## config.mk

```make
export PLATFORM = sky130hd
export DESIGN_NAME = text_paragraph_statistics_core
export DESIGN_NICKNAME = d
export VERILOG_FILES = /design/src/design/tps_pkg.sv /design/src/design/tps_counters.sv /design/src/design/text_paragraph_statistics_core.sv
export SDC_FILE = /design/constraint.sdc
export NUM_CORES = 1
export LEC_CHECK = 0
export ABC_CLOCK_PERIOD_IN_PS = 15200
export BUFFER_PORTS_ARGS = -buffer_cell sky130_fd_sc_hd__buf_2
export CAP_MARGIN = 10
export CORE_ASPECT_RATIO = 0.6
export CORE_MARGIN = 2
export CORE_UTILIZATION = 25
export DETAILED_ROUTE_END_ITERATION = 10
export SLEW_MARGIN = 20
export SYNTH_ARGS = -nofsm -noshare
export SYNTH_HDL_FRONTEND = slang
export SYNTH_HIERARCHICAL = 1
export SYNTH_SLANG_ARGS = --single-unit
```

## constraint.sdc

```tcl
create_clock -name clk -period 15.2 [get_ports clk]
set_input_delay 0.76 -clock clk [delete_from_list [all_inputs] [get_ports clk]]
set_output_delay 0.76 -clock clk [all_outputs]
set_load 0.005 [all_outputs]
```

## src/design/tps_pkg.sv

```systemverilog
// Shared types, byte codes and helpers for the text paragraph statistics core.
`timescale 1ns / 1ps

package tps_pkg;

  // Default width of the internal saturating counters.
  localparam int COUNT_WIDTH_DEFAULT = 32;

  // Width of every count field on the result channel.
  localparam int OUT_WIDTH = 32;

  // Register indexes of the configuration port.
  localparam logic REG_COUNT_SPACES         = 1'b0;
  localparam logic REG_COUNT_SENTENCE_MARKS = 1'b1;

  // Byte codes that the classifier recognizes.
  localparam logic [7:0] CHAR_NEWLINE  = 8'h0A;
  localparam logic [7:0] CHAR_SPACE    = 8'h20;
  localparam logic [7:0] CHAR_TAB      = 8'h09;
  localparam logic [7:0] CHAR_PERIOD   = 8'h2E;
  localparam logic [7:0] CHAR_QUESTION = 8'h3F;
  localparam logic [7:0] CHAR_EXCLAIM  = 8'h21;

  // Newline run value at which a paragraph break is pending.
  localparam logic [1:0] NEWLINE_BREAK = 2'd2;

  typedef enum logic [2:0] {
    BC_NEWLINE,
    BC_SPACE,
    BC_TAB,
    BC_MARK,
    BC_WORD
  } byte_class_t;

  // Per-transfer commands from the text tracker to the counter bank.
  typedef struct packed {
    logic end_text;      // add one sentence, close final paragraph, clear all
    logic close_para;    // close paragraph before the word that starts now
    logic add_char;
    logic add_word;
    logic add_sentence;
  } ctrl_t;

  // One paragraph record as it leaves the core.
  typedef struct packed {
    logic [OUT_WIDTH-1:0] para_chars;
    logic [OUT_WIDTH-1:0] para_words;
    logic [OUT_WIDTH-1:0] para_sentences;
    logic [OUT_WIDTH-1:0] total_chars;
    logic [OUT_WIDTH-1:0] total_words;
    logic [OUT_WIDTH-1:0] total_sentences;
    logic [OUT_WIDTH-1:0] total_paragraphs;
    logic                 final_record;
  } rec_t;

  // Sort a text byte into the classes that drive the word tracker.
  function automatic byte_class_t classify(input logic [7:0] b);
    byte_class_t c;
    case (b) inside
      CHAR_NEWLINE:                             c = BC_NEWLINE;
      CHAR_SPACE:                               c = BC_SPACE;
      CHAR_TAB:                                 c = BC_TAB;
      CHAR_PERIOD, CHAR_QUESTION, CHAR_EXCLAIM: c = BC_MARK;
      default:                                  c = BC_WORD;
    endcase
    return c;
  endfunction

endpackage

```

## src/design/tps_counters.sv

```systemverilog
// Saturating paragraph and running-total counters with record formation.
`timescale 1ns / 1ps

module tps_counters #(
  parameter int COUNT_WIDTH = tps_pkg::COUNT_WIDTH_DEFAULT
) (
  input  logic           clk,
  input  logic           rst,
  input  tps_pkg::ctrl_t ctrl,
  output tps_pkg::rec_t  rec
);
  import tps_pkg::*;

  localparam logic [COUNT_WIDTH-1:0] CNT_MAX = {COUNT_WIDTH{1'b1}};
  localparam logic [COUNT_WIDTH-1:0] CNT_ONE = {{(COUNT_WIDTH-1){1'b0}}, 1'b1};

  logic [COUNT_WIDTH-1:0] para_chars;
  logic [COUNT_WIDTH-1:0] para_words;
  logic [COUNT_WIDTH-1:0] para_sentences;
  logic [COUNT_WIDTH-1:0] total_chars;
  logic [COUNT_WIDTH-1:0] total_words;
  logic [COUNT_WIDTH-1:0] total_sentences;
  logic [COUNT_WIDTH-1:0] total_paras;

  logic [COUNT_WIDTH-1:0] chars_inc;
  logic [COUNT_WIDTH-1:0] words_inc;
  logic [COUNT_WIDTH-1:0] sentences_inc;
  logic [COUNT_WIDTH-1:0] rec_sentences;
  logic [COUNT_WIDTH-1:0] total_chars_next;
  logic [COUNT_WIDTH-1:0] total_words_next;
  logic [COUNT_WIDTH-1:0] total_sentences_next;
  logic [COUNT_WIDTH-1:0] total_paras_next;
  logic                   closing;

  // Add one, holding at the top value.
  function automatic logic [COUNT_WIDTH-1:0] sat_inc(input logic [COUNT_WIDTH-1:0] a);
    return (a == CNT_MAX) ? a : a + CNT_ONE;
  endfunction

  // Add two counts, holding at the top value on carry out.
  function automatic logic [COUNT_WIDTH-1:0] sat_add(input logic [COUNT_WIDTH-1:0] a,
                                                     input logic [COUNT_WIDTH-1:0] b);
    logic [COUNT_WIDTH:0] sum;
    sum = {1'b0, a} + {1'b0, b};
    return sum[COUNT_WIDTH] ? CNT_MAX : sum[COUNT_WIDTH-1:0];
  endfunction

  // Keep the low bits of a counter for a result field, zero-extending narrow ones.
  function automatic logic [OUT_WIDTH-1:0] fit_out(input logic [COUNT_WIDTH-1:0] v);
    logic [COUNT_WIDTH+OUT_WIDTH-1:0] ext;
    ext = {{OUT_WIDTH{1'b0}}, v};
    return ext[OUT_WIDTH-1:0];
  endfunction

  // Incremented values and the totals that a closing paragraph produces.
  always_comb begin
    chars_inc            = sat_inc(para_chars);
    words_inc            = sat_inc(para_words);
    sentences_inc        = sat_inc(para_sentences);
    rec_sentences        = ctrl.end_text ? sentences_inc : para_sentences;
    closing              = ctrl.end_text | ctrl.close_para;
    total_chars_next     = sat_add(total_chars, para_chars);
    total_words_next     = sat_add(total_words, para_words);
    total_sentences_next = sat_add(total_sentences, rec_sentences);
    total_paras_next     = sat_inc(total_paras);
  end

  // Record as seen on the transfer that closes a paragraph.
  always_comb begin
    rec.para_chars       = fit_out(para_chars);
    rec.para_words       = fit_out(para_words);
    rec.para_sentences   = fit_out(rec_sentences);
    rec.total_chars      = fit_out(total_chars_next);
    rec.total_words      = fit_out(total_words_next);
    rec.total_sentences  = fit_out(total_sentences_next);
    rec.total_paragraphs = fit_out(total_paras_next);
    rec.final_record     = ctrl.end_text;
  end

  // Counter updates; a word that closes a paragraph starts the next one at one.
  always_ff @(posedge clk) begin
    if (rst || ctrl.end_text) begin
      para_chars      <= '0;
      para_words      <= '0;
      para_sentences  <= '0;
      total_chars     <= '0;
      total_words     <= '0;
      total_sentences <= '0;
      total_paras     <= '0;
    end else if (closing) begin
      para_chars      <= CNT_ONE;
      para_words      <= CNT_ONE;
      para_sentences  <= '0;
      total_chars     <= total_chars_next;
      total_words     <= total_words_next;
      total_sentences <= total_sentences_next;
      total_paras     <= total_paras_next;
    end else begin
      if (ctrl.add_char) begin
        para_chars <= chars_inc;
      end
      if (ctrl.add_word) begin
        para_words <= words_inc;
      end
      if (ctrl.add_sentence) begin
        para_sentences <= sentences_inc;
      end
    end
  end

endmodule

```

## src/design/text_paragraph_statistics_core.sv

```systemverilog
// Top level of the text paragraph statistics core: word tracker and output register.
`timescale 1ns / 1ps

// Usage:
// Text enters one byte per transfer on the input channel (text_byte,
// end_of_text, in_valid/in_ready). A transfer with end_of_text set closes
// the text, produces a record flagged final_record and clears all counts.
// A word byte that follows two or more newlines closes the current
// paragraph and produces a record; every other transfer produces none.
// Records leave on the output channel (out_valid/out_ready) in the cycle after
// the input transfer that causes them, from a single output register.
// Throughput is one byte per cycle while in_ready is high; classification
// and counter updates for a byte fit between the tracker flags and counters.
// in_ready drops only while a record waits in the output register and the
// receiver is not taking it this cycle, so a stalled receiver holds input.
// Configuration (count_spaces, count_sentence_marks) is written through
// cfg_write/cfg_index/cfg_data while no text is in flight.
// Reset clears configuration, all counters and out_valid, but not out_rec.
module text_paragraph_statistics_core #(
  parameter int COUNT_WIDTH = tps_pkg::COUNT_WIDTH_DEFAULT
) (
  input  logic                          clk,
  input  logic                          rst,
  input  logic                          cfg_write,
  input  logic                          cfg_index,
  input  logic                          cfg_data,
  input  logic                          in_valid,
  output logic                          in_ready,
  input  logic [7:0]                    text_byte,
  input  logic                          end_of_text,
  output logic                          out_valid,
  input  logic                          out_ready,
  output logic [tps_pkg::OUT_WIDTH-1:0] para_chars,
  output logic [tps_pkg::OUT_WIDTH-1:0] para_words,
  output logic [tps_pkg::OUT_WIDTH-1:0] para_sentences,
  output logic [tps_pkg::OUT_WIDTH-1:0] total_chars,
  output logic [tps_pkg::OUT_WIDTH-1:0] total_words,
  output logic [tps_pkg::OUT_WIDTH-1:0] total_sentences,
  output logic [tps_pkg::OUT_WIDTH-1:0] total_paragraphs,
  output logic                          final_record
);
  import tps_pkg::*;

  logic        count_spaces;
  logic        count_sentence_marks;
  logic        inside_word;
  logic        inside_word_next;
  logic        mark_seen;
  logic        mark_seen_next;
  logic [1:0]  newline_run;
  logic [1:0]  newline_run_next;
  logic        in_fire;
  logic        rec_fire;
  byte_class_t cls;
  ctrl_t       ctrl;
  rec_t        rec;
  rec_t        out_rec;

  assign in_ready = !out_valid || out_ready;
  assign in_fire  = in_valid && in_ready;
  assign cls      = classify(text_byte);
  assign rec_fire = ctrl.end_text || ctrl.close_para;

  // Configuration registers.
  always_ff @(posedge clk) begin
    if (rst) begin
      count_spaces         <= 1'b0;
      count_sentence_marks <= 1'b0;
    end else if (cfg_write) begin
      unique case (cfg_index)
        REG_COUNT_SPACES:         count_spaces         <= cfg_data;
        REG_COUNT_SENTENCE_MARKS: count_sentence_marks <= cfg_data;
        default: ;
      endcase
    end
  end

  // Word tracking for one byte and the commands it sends to the counters.
  always_comb begin
    inside_word_next = inside_word;
    mark_seen_next   = mark_seen;
    newline_run_next = newline_run;
    ctrl             = '0;
    if (in_fire) begin
      if (end_of_text) begin
        ctrl.end_text    = 1'b1;
        inside_word_next = 1'b0;
        mark_seen_next   = 1'b0;
        newline_run_next = '0;
      end else begin
        case (cls) inside
          BC_NEWLINE, BC_SPACE, BC_TAB: begin
            // A blank ends the word; a sentence mark just before it ends a sentence.
            if (cls == BC_NEWLINE && newline_run != NEWLINE_BREAK) begin
              newline_run_next = newline_run + 2'd1;
            end
            ctrl.add_char     = (cls == BC_SPACE) && count_spaces;
            ctrl.add_sentence = inside_word && mark_seen;
            inside_word_next  = 1'b0;
            mark_seen_next    = 1'b0;
          end
          BC_MARK: begin
            mark_seen_next = 1'b1;
            ctrl.add_char  = count_sentence_marks;
          end
          default: begin
            if (!inside_word) begin
              ctrl.close_para  = (newline_run == NEWLINE_BREAK);
              ctrl.add_word    = 1'b1;
              newline_run_next = '0;
              inside_word_next = 1'b1;
            end
            ctrl.add_char  = 1'b1;
            mark_seen_next = 1'b0;
          end
        endcase
      end
    end
  end

  // Tracker flags.
  always_ff @(posedge clk) begin
    if (rst) begin
      inside_word <= 1'b0;
      mark_seen   <= 1'b0;
      newline_run <= '0;
    end else begin
      inside_word <= inside_word_next;
      mark_seen   <= mark_seen_next;
      newline_run <= newline_run_next;
    end
  end

  tps_counters #(
    .COUNT_WIDTH(COUNT_WIDTH)
  ) u_counters (
    .clk  (clk),
    .rst  (rst),
    .ctrl (ctrl),
    .rec  (rec)
  );

  // Output register: loads a record on the transfer that closes a paragraph.
  always_ff @(posedge clk) begin
    if (rst) begin
      out_valid <= 1'b0;
    end else if (in_fire) begin
      out_valid <= rec_fire;
    end else if (out_ready) begin
      out_valid <= 1'b0;
    end
  end

  always_ff @(posedge clk) begin
    if (in_fire && rec_fire) begin
      out_rec <= rec;
    end
  end

  assign para_chars       = out_rec.para_chars;
  assign para_words       = out_rec.para_words;
  assign para_sentences   = out_rec.para_sentences;
  assign total_chars      = out_rec.total_chars;
  assign total_words      = out_rec.total_words;
  assign total_sentences  = out_rec.total_sentences;
  assign total_paragraphs = out_rec.total_paragraphs;
  assign final_record     = out_rec.final_record;

endmodule

```

==> run metrics <==
gr usage total 13.7%; total wire length approximately 66000 um; P per Cell Area just over 100 nW/um^2; sequential share of the synthesized area just over 50%; Layout area overhead 18.5%; sequential cell area between 10000 and 15000 sq um; Crit path required time approximately 16000 ps; P_leak about 11 nW; Final ANT Viol Nets 0; cts bufs inserted slightly below 50; Via Count between 15000 and 20000; Reg clk slew, reported paths ~70 ps; Min-Delay Path Class in -> reg; synthesized-area fraction occupied by xor and xnor cells 9.81%; Worst Setup SP u_counters/para_sentences[0]$_SDFFE_PP0P_; maxcap violations 0; syn avg cell area 10.1 sq um; DR WL/cell approximately 18 um; total die area about 90000 sq um; Final setup viols 0; antenna violations before repair 1; crit path to u_counters/total_sentences[11]$_SDFFE_PP0P_; Worst EP arrival between 6000 and 7000 ps; die height between 200 and 250 um; drt initial violations ~1600; drt pass-1 iters 6; cell count after synthesis roughly 2200; # port buffers between 200 and 250; Synth Warn # 6; Setup Fix Bufs, Post-CTS 0; unrepaired setup endpoints after global routing no; crit path capture type register; Slew Limit Fails 0; setup TNS 0 ps; Hold WS approximately 410 ps; Max VDD drop 0.0769 mV; crit path max fanout 32; core area between 80000 and 90000 sq um; reg2reg setup slack a little over 9000 ps; vias in the first global route 15600; Post-Syn Area between 20000 and 25000 sq um; simple-gate portion of the synthesized area between 10% and 20%; Adder-Cell Fraction of Synth Area approximately 6%; Post-synth EDFFs ~230; fmax between 150 and 200 MHz; Async SR Flop Fraction 0%; main combinational cell family by area after synthesis simple AND/OR/NAND/NOR gates; Worst Skew ~30 ps; Compound-Gate Fraction of Synth Area around 14%; Initial Utilization 25.4%; FF-to-FF path depth 19; status complete, no violations; fin crit share between 30% and 40%; Clock Path Buffers 3; die width just under 400 um; Clock Tree Root clkbuf_16; CTS sink cnt approximately 460; I/O pins around 240; hold path cells 3; CTS tree done; Syn Nets between 2000 and 2500; first-pass GRT wire length 98200 um; CP startpoint kind register; worst slew pin tran ~1000 ps; Via density between 4 and 5; Clock Latency Late Sink ~620 ps; kind of critical path reg -> reg; worst r2r src u_counters/para_sentences[0]$_SDFFE_PP0P_; Netlist cell types 86; layout cells sized above 1 between 10% and 20%; PostCTS Resize Cnt 0; FF+latch count, synth approximately 460; top_reg_cell synth dfxtp_1; multiplexer area fraction after synthesis less than 1%; grt total ovfl 0; largest net degree at the start of global routing approximately 140; # rows 84; gpl congestion slightly below 0.9; Residual DRC 0; hpwl dp approximately 47000 um; htree depth 2; Final nets approximately 2500; Post-CTS Hold Buffers 0; multi-input logic area 10400 sq um; Tot Pwr approximately 2.7 mW; worst reg2reg path endpoint u_counters/total_sentences[11]$_SDFFE_PP0P_; min Tclk post-route between 5000 and 6000 ps; # fillers 9116; Relative slew margins approximately a third; final hold vios 0
==> cell usage in the layout, fill, tap and decap left out, drive strengths merged, types with 5 or more instances in the layout <==
| master | instances |
|---|---|
| a211oi | 13 |
| a21boi | 5 |
| a21o | 38 |
| a21oi | 191 |
| a31oi | 18 |
| a41oi | 5 |
| and2 | 18 |
| and3 | 32 |
| and4 | 20 |
| buf | 253 |
| bufinv | 8 |
| clkbuf | 62 |
| clkinv | 10 |
| dfxtp | 231 |
| edfxtp | 225 |
| ha | 103 |
| inv | 51 |
| nand2 | 239 |
| nand2b | 25 |
| nand3 | 87 |
| nand4 | 39 |
| nor2 | 196 |
| nor2b | 10 |
| nor3 | 29 |
| o211ai | 12 |
| o21a | 9 |
| o21ai | 160 |
| o21bai | 9 |
| o221a | 16 |
| or2 | 5 |
| or3 | 26 |
| xnor2 | 110 |
| xor2 | 140 |
==> stage by stage <==
stage	instance area, sq um	instances	utilization (%)	worst slack (ps)
2_1_floorplan	22300	2208	-	3760
3_3_place_gp	24700	3535	28.0	9630
3_5_place_dp	24700	3535	28.0	9460
4_1_cts	26400	3627	30.1	9430
5_1_grt	26400	3627	30.1	8880
6_report	26400	3628	30.1	9290
==> routing by layer <==
metal  part of all wire [%]  vias to the layer above  wire length [um]  track usage [%]
li1                       -                     8406                 -                -
met1                     53                     8425             34700             22.5
met2                     38                      616             24700             17.4
met3                    8.0                       69              5250             2.91
met4                    1.7                        0              1140             3.24
met5                      0                        -                 0                0
==> worst min path at each step <==
stage	from	end	slack (ps)
3_5_place_dp	count_sentence_marks$_SDFFE_PP0P_	count_sentence_marks$_SDFFE_PP0P_	450
5_1_grt	cfg_data	count_spaces$_SDFFE_PP0P_	390
3_3_place_gp	count_sentence_marks$_SDFFE_PP0P_	count_sentence_marks$_SDFFE_PP0P_	450
2_1_floorplan	count_sentence_marks$_SDFFE_PP0P_	count_sentence_marks$_SDFFE_PP0P_	440
4_1_cts	cfg_data	count_spaces$_SDFFE_PP0P_	350
6_report	cfg_data	count_spaces$_SDFFE_PP0P_	410
==> cell usage after synthesis (4+ instances only) <==
cell type / number / area, sq um
buf_4: 5 / 37.5
nand2b_1: 22 / 138
o21a_1: 9 / 67.6
and4_1: 20 / 175
edfxtp_1: 225 / 6760
or3_1: 26 / 163
a31oi_1: 18 / 113
clkbuf_1: 58 / 218
nor2_1: 196 / 736
xnor2_1: 110 / 963
nor2b_1: 10 / 62.6
nand2_2: 9 / 56.3
buf_6: 7 / 78.8
or2_2: 5 / 31.3
inv_1: 42 / 158
buf_2: 15 / 75.1
nand2_1: 230 / 863
nand4_1: 39 / 244
dfxtp_1: 231 / 4620
a21o_1: 38 / 285
o221a_2: 13 / 146
o211ai_1: 11 / 82.6
xor2_1: 140 / 1230
o21ai_0: 155 / 776
o21bai_1: 9 / 67.6
and3_1: 31 / 194
nand3_1: 87 / 435
and2_1: 16 / 100
o21ai_1: 4 / 20.0
nor3_2: 4 / 40.0
nor3_1: 25 / 125
ha_1: 103 / 1290
a21oi_1: 189 / 946
a41oi_1: 5 / 43.8
a211oi_1: 13 / 97.6
==> worst max-delay path, stage by stage (launching register included) <==
cell      delay, ps
dfxtp_1         410
ha_1            210
and3_1          200
and3_1          230
nand4_1         280
or4_1           610
and2_1          370
nand2_1         150
xnor2_1         160
ha_1            320
o211ai_1        190
a21oi_1         110
o41ai_2         570
nand2_1         240
a41oi_1         610
o21a_1          250
o22a_1          150
and2_1          110
buf_4           370
a21oi_1         140
==> layout make-up <==
type,instances,area share (%)
repair buffers,253,4.94
clock buffers,62,5.12
diodes,1,0.00946
inverters,42,0.596
clock inverters,30,1.56
multi-input cells,1623,39.2
flip-flops and latches,456,43.0
well taps,1161,5.49
==> cells by family after synthesis <==
family,Yosys count
mux,4
buf+inv,129
flops,456
simple gates,746
compound gates,517
xor+xnor,250
fa+ha+maj,106
==> registers in the layout, summed over array words and instances, names as in the netlist, 2 cells and up <==
signal / flops
u_counters/para_words: 32
total_words: 32
u_counters/total_chars: 32
total_paragraphs: 32
total_sentences: 32
total_chars: 32
para_chars: 32
para_sentences: 32
u_counters/para_sentences: 32
u_counters/total_words: 32
u_counters/para_chars: 32
newline_run: 2
u_counters/total_sentences: 32
u_counters/total_paras: 32
para_words: 32
==> where the power goes <==
group / internal, mW / switching [mW] / total, mW
logic: 0.0238 / 0.0593 / 0.0832
clock network: 0.777 / 0.556 / 1.33
registers: 1.31 / 0.0117 / 1.32
total: 2.11 / 0.627 / 2.74
Power figures use the tool's default switching activity.
